$ cat config.mk
export PLATFORM = sky130hd
export DESIGN_NAME = sync_correlate_deframe_pn9_crc16_core
export DESIGN_NICKNAME = d
export VERILOG_FILES = /design/src/design/scd_pkg.sv /design/src/design/sync_correlate_deframe_pn9_crc16_core.sv
export SDC_FILE = /design/constraint.sdc
export NUM_CORES = 1
export LEC_CHECK = 0
export ABC_AREA = 1
export BUFFER_PORTS_ARGS = -buffer_cell sky130_fd_sc_hd__buf_2
export CORE_UTILIZATION = 55
export DETAILED_ROUTE_END_ITERATION = 8
export PLACE_DENSITY = 0.75
export SYNTH_ARGS = -nofsm -noshare
export SYNTH_HDL_FRONTEND = slang
export SYNTH_SLANG_ARGS = --single-unit
$ cat constraint.sdc
create_clock -name i_clk -period 15.4 [get_ports i_clk]
set_input_delay 3.85 -clock i_clk [delete_from_list [all_inputs] [get_ports i_clk]]
set_output_delay 3.85 -clock i_clk [all_outputs]
set_load 0.05 [all_outputs]
$ cat src/design/scd_pkg.sv
// ----------------------------------------------------------------------------
// scd_pkg: shared definitions for the sync correlator and deframer
// Register indexes, reset values, result layout, PN9 and CRC-16 helpers.
// ----------------------------------------------------------------------------
`default_nettype none

package scd_pkg;

    localparam int FRAME_BYTES_DEF = 74;

    localparam int CFG_IDX_W  = 1;
    localparam int CFG_DATA_W = 32;
    localparam int THRESH_W   = 6;
    localparam int PATTERN_W  = 32;
    localparam int DIST_W     = 6;
    localparam int IDX_W      = 7;
    localparam int TDATA_W    = 24;

    typedef enum logic [CFG_IDX_W-1:0] {
        CFG_SYNC_THRESHOLD = 1'b0,
        CFG_SYNC_PATTERN   = 1'b1
    } t_cfg_idx;

    typedef enum logic {
        KIND_SYNC = 1'b0,
        KIND_BYTE = 1'b1
    } t_kind;

    localparam logic [THRESH_W-1:0]  SYNC_THRESHOLD_RST = 6'd4;
    localparam logic [PATTERN_W-1:0] SYNC_PATTERN_RST   = 32'h930B_51DE;
    localparam logic [8:0]           PN9_SEED           = 9'h1FF;
    localparam logic [15:0]          CRC_POLY           = 16'h8005;
    localparam logic [15:0]          CRC_INIT           = 16'hFFFF;

    typedef struct packed {
        t_kind            kind;
        logic [7:0]       data_byte;
        logic [IDX_W-1:0] byte_index;
        logic             last;
        logic             crc_ok;
        logic             frame_inverted;
    } t_result;

    typedef struct packed {
        logic [8:0] next_state;
        logic [7:0] mask;
    } t_pn9_step;

    // Eight PN9 steps: output bit 0 first, feedback bit5 ^ bit0 into bit 8
    function automatic t_pn9_step pn9_step8(input logic [8:0] state);
        t_pn9_step  r;
        logic [8:0] s;
        logic       fb;
        s = state;
        r.mask = '0;
        for (int b = 0; b < 8; b++) begin
            r.mask[b] = s[0];
            fb = s[5] ^ s[0];
            s = {fb, s[8:1]};
        end
        r.next_state = s;
        return r;
    endfunction

    // CRC-16, MSB first, no reflection
    function automatic logic [15:0] crc16_byte(input logic [15:0] crc, input logic [7:0] d);
        logic [15:0] c;
        c = crc ^ {d, 8'h00};
        for (int b = 0; b < 8; b++) begin
            if (c[15]) begin
                c = {c[14:0], 1'b0} ^ CRC_POLY;
            end else begin
                c = {c[14:0], 1'b0};
            end
        end
        return c;
    endfunction

    function automatic logic [DIST_W-1:0] popcount32(input logic [31:0] v);
        logic [DIST_W-1:0] n;
        n = '0;
        for (int i = 0; i < 32; i++) begin
            n = n + DIST_W'(v[i]);
        end
        return n;
    endfunction

endpackage

`default_nettype wire

$ cat src/design/sync_correlate_deframe_pn9_crc16_core.sv
// ----------------------------------------------------------------------------
// sync_correlate_deframe_pn9_crc16_core: sync correlator and frame deframer
// Sync search, frame gathering, PN9 descrambling and CRC-16 check.
// ----------------------------------------------------------------------------
// One hard-decision bit is taken per transaction, one every clock cycle at
// full rate. Each bit is handled in the cycle it is accepted: correlation
// against the sync word and its complement, byte assembly, PN9 and CRC-16
// byte updates are all combinational logic, and any result is registered.
// Results pass through a two-entry output buffer, so the input keeps
// flowing while one result waits; the input stalls only when both entries
// are held by back-pressure. A sync event is emitted on a match, then
// FRAME_BYTES descrambled bytes, the last carrying the CRC verdict.
`default_nettype none

module sync_correlate_deframe_pn9_crc16_core #(
    parameter int FRAME_BYTES = scd_pkg::FRAME_BYTES_DEF
) (
    input  wire logic                           i_clk,
    input  wire logic                           i_rst_n,
    input  wire logic                           i_cfg_we,
    input  wire logic [scd_pkg::CFG_IDX_W-1:0]  i_cfg_idx,
    input  wire logic [scd_pkg::CFG_DATA_W-1:0] i_cfg_data,
    input  wire logic                           s_axis_tvalid,
    output logic                                s_axis_tready,
    input  wire logic [7:0]                     s_axis_tdata,  // [0] data_bit
    output logic                                m_axis_tvalid,
    input  wire logic                           m_axis_tready,
    // [7:0] data_byte, [14:8] byte_index, [15] crc_ok, [16] frame_inverted
    output logic [scd_pkg::TDATA_W-1:0]         m_axis_tdata,
    output logic                                m_axis_tlast,
    output logic                                m_axis_tuser   // [0] kind
);
    import scd_pkg::*;

    localparam logic [IDX_W-1:0] LAST_IDX   = IDX_W'(FRAME_BYTES - 1);
    localparam logic [IDX_W-1:0] CRC_HI_IDX = IDX_W'(FRAME_BYTES - 2);

    logic [THRESH_W-1:0]  r_threshold;
    logic [PATTERN_W-1:0] r_pattern;

    logic [31:0]      r_history,  n_history;
    logic             r_in_frame, n_in_frame;
    logic [7:0]       r_assembly, n_assembly;
    logic [2:0]       r_bits,     n_bits;
    logic             r_inverted, n_inverted;
    logic [8:0]       r_scr,      n_scr;
    logic [15:0]      r_crc,      n_crc;
    logic [IDX_W-1:0] r_byte_cnt, n_byte_cnt;
    logic [7:0]       r_crc_hi,   n_crc_hi;

    t_result r_out,  r_skid;
    logic    r_out_valid, r_skid_valid;

    logic              accept;
    logic              bit_in;
    logic [31:0]       hist_shift;
    logic [DIST_W-1:0] dist_true;
    logic [DIST_W-1:0] dist_inv;
    logic              match_true;
    logic              match_inv;
    t_pn9_step         pn9;
    logic [7:0]        byte_val;
    logic              is_last;
    logic              res_valid;
    t_result           res;
    logic              out_free;

    assign accept     = s_axis_tvalid && s_axis_tready;
    assign bit_in     = s_axis_tdata[0];
    assign hist_shift = {r_history[30:0], bit_in};
    assign dist_true  = popcount32(hist_shift ^ r_pattern);
    assign dist_inv   = popcount32(hist_shift ^ ~r_pattern);
    assign match_true = dist_true <= r_threshold;
    assign match_inv  = dist_inv <= r_threshold;
    assign pn9        = pn9_step8(r_scr);
    assign byte_val   = {r_assembly[6:0], bit_in} ^ {8{r_inverted}} ^ pn9.mask;
    assign is_last    = r_byte_cnt == LAST_IDX;

    always_comb begin
        n_history  = r_history;
        n_in_frame = r_in_frame;
        n_assembly = r_assembly;
        n_bits     = r_bits;
        n_inverted = r_inverted;
        n_scr      = r_scr;
        n_crc      = r_crc;
        n_byte_cnt = r_byte_cnt;
        n_crc_hi   = r_crc_hi;
        res_valid  = 1'b0;
        res        = '0;
        if (accept) begin
            n_history = hist_shift;
            if (r_in_frame) begin
                n_assembly = {r_assembly[6:0], bit_in};
                n_bits     = r_bits + 3'd1;
                if (r_bits == 3'd7) begin
                    n_scr = pn9.next_state;
                    if (r_byte_cnt < CRC_HI_IDX) begin
                        n_crc = crc16_byte(r_crc, byte_val);
                    end else if (r_byte_cnt == CRC_HI_IDX) begin
                        n_crc_hi = byte_val;
                    end
                    res_valid          = 1'b1;
                    res.kind           = KIND_BYTE;
                    res.data_byte      = byte_val;
                    res.byte_index     = r_byte_cnt;
                    res.last           = is_last;
                    res.crc_ok         = is_last && (r_crc == {r_crc_hi, byte_val});
                    res.frame_inverted = r_inverted;
                    n_byte_cnt         = r_byte_cnt + IDX_W'(1);
                    if (is_last) begin
                        n_in_frame = 1'b0;
                    end
                end
            end else if (match_true || match_inv) begin
                n_in_frame = 1'b1;
                n_history  = '0;
                n_inverted = !match_true;
                n_assembly = '0;
                n_bits     = '0;
                n_scr      = PN9_SEED;
                n_crc      = CRC_INIT;
                n_byte_cnt = '0;
                n_crc_hi   = '0;
                res_valid          = 1'b1;
                res.kind           = KIND_SYNC;
                res.frame_inverted = !match_true;
            end
        end
    end

    always_ff @(posedge i_clk) begin
        if (!i_rst_n) begin
            r_threshold <= SYNC_THRESHOLD_RST;
            r_pattern   <= SYNC_PATTERN_RST;
        end else if (i_cfg_we) begin
            unique case (i_cfg_idx)
                CFG_SYNC_THRESHOLD: r_threshold <= i_cfg_data[THRESH_W-1:0];
                CFG_SYNC_PATTERN:   r_pattern   <= i_cfg_data[PATTERN_W-1:0];
                default:            ;
            endcase
        end
    end

    always_ff @(posedge i_clk) begin
        if (!i_rst_n) begin
            r_history  <= '0;
            r_in_frame <= 1'b0;
            r_assembly <= '0;
            r_bits     <= '0;
            r_inverted <= 1'b0;
            r_scr      <= PN9_SEED;
            r_crc      <= CRC_INIT;
            r_byte_cnt <= '0;
            r_crc_hi   <= '0;
        end else begin
            r_history  <= n_history;
            r_in_frame <= n_in_frame;
            r_assembly <= n_assembly;
            r_bits     <= n_bits;
            r_inverted <= n_inverted;
            r_scr      <= n_scr;
            r_crc      <= n_crc;
            r_byte_cnt <= n_byte_cnt;
            r_crc_hi   <= n_crc_hi;
        end
    end

    // output register plus skid entry
    assign out_free      = !r_out_valid || m_axis_tready;
    assign s_axis_tready = !r_skid_valid;

    always_ff @(posedge i_clk) begin
        if (!i_rst_n) begin
            r_out_valid  <= 1'b0;
            r_skid_valid <= 1'b0;
        end else if (out_free) begin
            if (r_skid_valid) begin
                r_out_valid  <= 1'b1;
                r_skid_valid <= 1'b0;
            end else begin
                r_out_valid <= res_valid;
            end
        end else if (res_valid) begin
            r_skid_valid <= 1'b1;
        end
    end

    always_ff @(posedge i_clk) begin
        if (out_free) begin
            if (r_skid_valid) begin
                r_out <= r_skid;
            end else if (res_valid) begin
                r_out <= res;
            end
        end else if (res_valid) begin
            r_skid <= res;
        end
    end

    assign m_axis_tvalid = r_out_valid;
    assign m_axis_tdata  = {7'd0, r_out.frame_inverted, r_out.crc_ok,
                            r_out.byte_index, r_out.data_byte};
    assign m_axis_tlast  = r_out.last;
    assign m_axis_tuser  = r_out.kind;

endmodule

`default_nettype wire
==> results of run 1 <==
## placed cells by master (no fill, tap or decap), types with 16 or more instances in the layout
| master | n |
|---|---|
| dfxtp_1 | 123 |
| fa_1 | 48 |
| nand2_1 | 175 |
| nand3_1 | 92 |
| nor2_1 | 69 |
| xor2_1 | 52 |
| ha_1 | 31 |
| buf_2 | 59 |
| clkbuf_16 | 17 |
| nand2_2 | 16 |
| inv_1 | 140 |
| edfxtp_1 | 38 |
| a21oi_1 | 76 |
| o21ai_0 | 66 |
## area by class of cell
type	count	share of cell area [%]
multi-input cells	710	46.9
flip-flops and latches	161	35.6
inverters	146	5.42
clock buffers	17	4.20
repair buffers	65	3.36
well taps	216	2.67
clock inverters	15	1.87
## routing by layer
metal  wire [um]  global-route usage (%)  vias up
met5           0                       0        -
met4         346                    8.79        0
met3         877                    4.85       33
met2        9810                    43.2      190
met1        8220                    28.5     3301
li1            -                       -     3482
## cells by family (layout without fill, tap and decap cells)
logic type / count (synthesis) / in the layout / synth area share (%)
buffers and inverters: 192 / 243 / 8.37
and+or+nand+nor: 378 / 378 / 18.5
AOI/OAI and AO/OA: 174 / 174 / 10.4
other: 1 / 7 / 0.0413
DFF: 161 / 161 / 39.7
adders and majority gates: 79 / 79 / 14.8
xor gates and xnor gates: 72 / 72 / 8.14
## state kept, by name, indices dropped and copies added, names as in the netlist
| name | count |
|---|---|
| r_assembly | 7 |
| m_axis_tdata | 17 |
| r_crc_hi | 8 |
| m_axis_tvalid | 1 |
| r_skid | 19 |
| r_threshold | 6 |
| r_skid_valid | 1 |
| r_crc | 16 |
| r_inverted | 1 |
| r_scr | 9 |
| r_bits | 3 |
| m_axis_tlast | 1 |
| m_axis_tuser | 1 |
| r_byte_cnt | 7 |
| r_in_frame | 1 |
| r_pattern | 32 |
| r_history | 31 |
## worst max-delay path: cells and delay by family
family	cells	cell delay [ns]
XOR/XNOR	2	0.41
AO/OA/AOI/OAI	6	1.06
buffers and inverters	7	1.06
AND/OR/NAND/NOR	7	1.09
adder cells (fa/ha/maj)	9	4.01
## final timing paths
kind	start	endpoint	slack [ns]	depth (start not counted)
worst max-delay path	s_axis_tdata[0]	r_crc[7]	4.18	31
worst min-delay path	r_bits[2]	r_bits[2]	0.47	2
worst max register to register	r_history[16]	r_crc[7]	7.34	32
worst min register to register	r_bits[2]	r_bits[2]	0.47	2
## stage by stage
| step | area, sq um | util (%) | setup slack, ns | instances |
|---|---|---|---|---|
| 6_report | 10100 | 63.2 | 4.18 | 1330 |
| 5_1_grt | 10100 | 63.2 | 3.72 | 1330 |
| 4_1_cts | 10100 | 63.2 | 4.25 | 1330 |
| 3_5_place_dp | 9510 | 59.4 | 3.81 | 1298 |
| 3_3_place_gp | 9510 | 59.4 | 3.93 | 1298 |
| 2_1_floorplan | 9110 | - | 4.80 | 1063 |
==> impl_metrics.json, run 1 <==
{
  "hp-class": "reg2reg",
  "cts_setup_buffers": 0,
  "multiInputGateArea_sq_um": 4740,
  "synth_flop_cell": "dfxtp_1",
  "yosysTopAreaCell": "dfxtp_1",
  "yosysUniqueCellTypes": 49,
  "clock_path_buffers": 2,
  "portBuffers": 59,
  "critPathMaxFanout": 32,
  "final.setup.tns_ns": 0,
  "grt-ovfl-total": 0,
  "die_h_um": 131,
  "grt_pass1_vias": 6650,
  "cts_resized": 0,
  "drc_errors": 0,
  "endpoint_kind": "flop",
  "syn-instance-count": 1057,
  "rows": 46,
  "ctsRootBufferMaster": "clkbuf_16",
  "htree_levels": 4,
  "critPathArrivalTime_ns": 11.49,
  "cts_buffers": 17,
  "outcome": "finished clean",
  "final.period_utilization_pct": 72.9,
  "fp.coreArea_sq_um": 16000,
  "routed_wl_um": 19300,
  "drtIter0Drc": 482,
  "clock_skew_ns": 0.0109,
  "insertion_delay_ns": 0.44,
  "fillerInstances": 1367,
  "cts_tree": "done",
  "slowest_stage": "fa_1",
  "post_drt_wl_per_cell_um": 14.5,
  "die-area_sq_um": 17000,
  "slew_violations": 0,
  "avgSynthCellArea_sq_um": 8.60,
  "die_w_um": 131,
  "worst_path_largest_cell_delay_ns": 0.54,
  "hold_ws_ns": 0.471,
  "pin_count": 74,
  "ys_seq_area_share_pct": 39.7,
  "slew_headroom_pct": 32.5,
  "diodes": 0,
  "drive_gt1_share_pct": 12.5,
  "vias": 7006,
  "fmax_ghz": 0.0891,
  "start_util_pct": 56.8,
  "ant_nets": 0,
  "grt_max_degree": 56,
  "synth_enable_flop_cells": 38,
  "syn_to_final_growth_pct": 11.4,
  "dr.pass1.iters": 5,
  "worstMarginPinSlew_ns": 1.01,
  "fin_crit_ns": 11.22,
  "finalHoldViolations": 0,
  "gp_congestion": 0.885,
  "antenna_found_initial": 0,
  "ys_ff_latch": 161,
  "async_reset_ff_share_pct": 0,
  "cts_hold_buf": 0,
  "via_per_inst": 5.27,
  "required_ns": 15.67,
  "clock_sinks": 161,
  "path_common_cell": "fa_1",
  "critPathKind": "in2reg",
  "ff_latch_area_sq_um": 3600,
  "setup_violations": 0,
  "maxCapViolCount": 0,
  "ys_warn_count": 0,
  "synth_area_leaders": "dfxtp_1, edfxtp_1, fa_1",
  "syn_area_sq_um": 9080,
  "grt_pass1_wl_um": 31300,
  "rsz0062_at_grt": "no",
  "clk_pin_slew_ns": 0.07,
  "yosys-top-cells-count": "nand2_1, inv_1, dfxtp_1",
  "dp_hpwl_um": 13600,
  "synth.top_cell.area_share_pct": 27.1,
  "nets": 1226,
  "critPathLaunchType": "input port",
  "synthMostInstantiatedCell": "nand2_1",
  "track_usage_pct": 24.1
}
Power of run 1 is not shown: default switching activity piles up to over one toggle a cycle in this logic, so the estimate is an artifact.
==> run 2, diff against run 1 <==
--- a/config.mk
+++ b/config.mk
@@ -9,7 +9,7 @@
 export BUFFER_PORTS_ARGS = -buffer_cell sky130_fd_sc_hd__buf_2
 export CORE_UTILIZATION = 55
 export DETAILED_ROUTE_END_ITERATION = 8
-export PLACE_DENSITY = 0.75
+export PLACE_DENSITY = 0.78
 export SYNTH_ARGS = -nofsm -noshare
 export SYNTH_HDL_FRONTEND = slang
 export SYNTH_SLANG_ARGS = --single-unit
==> constraint.sdc (replaced) <==
create_clock -name i_clk -period 9.35 [get_ports i_clk]
set_input_delay 2.3375 -clock i_clk [delete_from_list [all_inputs] [get_ports i_clk]]
set_output_delay 2.3375 -clock i_clk [all_outputs]
set_load 0.05 [all_outputs]
==> run 2 against run 1 <==
Critical path depth grew 1. Final area is essentially flat. Final cell count grew 0.60%. Utilization grew 0.063 points. Clock skew shrank 0.0048 ns. Count of clock-buffer cells in the layout is the same. Critical path type unchanged. Critical endpoint is now r_crc[15]. Highest routed layer unchanged.
==> impl_metrics.json, run 2 (synthesized netlist as in run 1, its figures left out) <==
{
  "outcome": "finished clean",
  "maxCapViolCount": 0,
  "grt_max_degree": 56,
  "slowest_stage": "fa_1",
  "layout_commonest_cell": "nand2_1",
  "setup_slack_ns": 0.517,
  "drtIter0Drc": 455,
  "grtUsageMet2_pct": 42.0,
  "drc_errors": 0,
  "reg_top3": "r_pattern x32, r_history x31, r_skid x19",
  "cts_hold_buf": 0,
  "htree_levels": 4,
  "portBuffers": 59,
  "final_util_pct": 63.3,
  "worstMarginPinSlew_ns": 1.04,
  "ctsRootBufferMaster": "clkbuf_16",
  "final.setup.tns_ns": 0,
  "pin_count": 74,
  "slew_violations": 0,
  "multiInputGateArea_sq_um": 4740,
  "clock_sinks": 161,
  "path_common_cell": "fa_1",
  "rows": 46,
  "die_w_um": 131,
  "grt_pass1_wl_um": 31500,
  "ff_latch_area_sq_um": 3600,
  "top_register": "r_pattern",
  "grt.busiest_layer": "met2",
  "hp-class": "reg2reg",
  "grt_pass1_vias": 6702,
  "critPathArrivalTime_ns": 9.16,
  "drive_gt1_share_pct": 13.1,
  "cts_buffers": 17,
  "worst_path_largest_cell_delay_ns": 0.56,
  "rsz0062_at_grt": "no",
  "critPathLaunchType": "input port",
  "fmax_ghz": 0.113,
  "critPathKind": "in2reg",
  "critPathMaxFanout": 18,
  "setup_violations": 0,
  "final.period_utilization_pct": 94.5,
  "finalHoldViolations": 0,
  "dpl_worst_slack_ns": 0.0670,
  "start_util_pct": 56.8,
  "final_cell_mix": "nand2_1, inv_1, dfxtp_1",
  "grt_use_met1_pct": 28.8,
  "clock_path_buffers": 2,
  "die-area_sq_um": 17000,
  "largest_reg_flops": 32,
  "fin_crit_ns": 8.83,
  "syn_to_final_growth_pct": 11.5,
  "clk_pin_slew_ns": 0.06,
  "diodes": 0,
  "routed_wl_um": 19300,
  "track_usage_pct": 24.1,
  "grt-ovfl-total": 0,
  "cts_setup_buffers": 0,
  "post_drt_wl_per_cell_um": 14.4,
  "ant_nets": 0,
  "vias": 7056,
  "die_h_um": 131,
  "via_per_inst": 5.27,
  "cts_tree": "done",
  "antenna_found_initial": 0,
  "insertion_delay_ns": 0.43,
  "required_ns": 9.68,
  "gp_congestion": 0.919,
  "dp_hpwl_um": 13800,
  "dr.pass1.iters": 5,
  "slew_headroom_pct": 30.4,
  "clock_skew_ns": 0.00612,
  "met3_usage_pct": 4.85,
  "cts_resized": 0,
  "fp.coreArea_sq_um": 16000,
  "nets": 1234,
  "endpoint_kind": "flop",
  "fillerInstances": 1326
}
-- run 2: stage by stage --
step	cell area, sq um	hold WS [ns]	std cells
floorplan	9110	0.445	1063
global placement	9580	0.452	1306
detailed placement	9580	0.463	1306
CTS	10100	0.473	1338
global route	10100	0.488	1338
finish	10100	0.475	1338
-- run 2: per-layer routing --
| layer | wire (um) | vias to the layer above |
|---|---|---|
| li1 | - | 3495 |
| met1 | 8060 | 3326 |
| met2 | 9770 | 196 |
| met3 | 939 | 39 |
| met4 | 511 | 0 |
| met5 | 0 | - |
-- run 2: worst paths after layout --
path | startpoint | to | slack, ns | depth (start not counted)
worst max-delay path | s_axis_tdata[0] | r_crc[15] | 0.52 | 32
worst min-delay path | r_crc_hi[2] | r_crc_hi[2] | 0.48 | 2
worst max register to register | r_history[16] | r_crc[15] | 2.06 | 33
worst min register to register | r_crc_hi[2] | r_crc_hi[2] | 0.48 | 2
-- run 2: worst max-delay path, delay by kind of cell --
kind,cells,cell delay (ns)
buf+inv,8,0.65
compound gates,5,0.68
xor+xnor,2,0.47
fa+ha+maj,9,4.03
simple gates,8,0.99
-- run 2: final cells by class --
type                            instances  share of cell area, %
Sequential cell                       161                   35.6
Inverter                              146                   5.41
Clock inverter                         15                   1.25
Tap cell                              216                   2.67
Timing Repair Buffer                   73                   4.08
Multi-Input combinational cell        710                   46.8
Clock buffer                           17                   4.20
Power of run 2 is left out for the same reason.
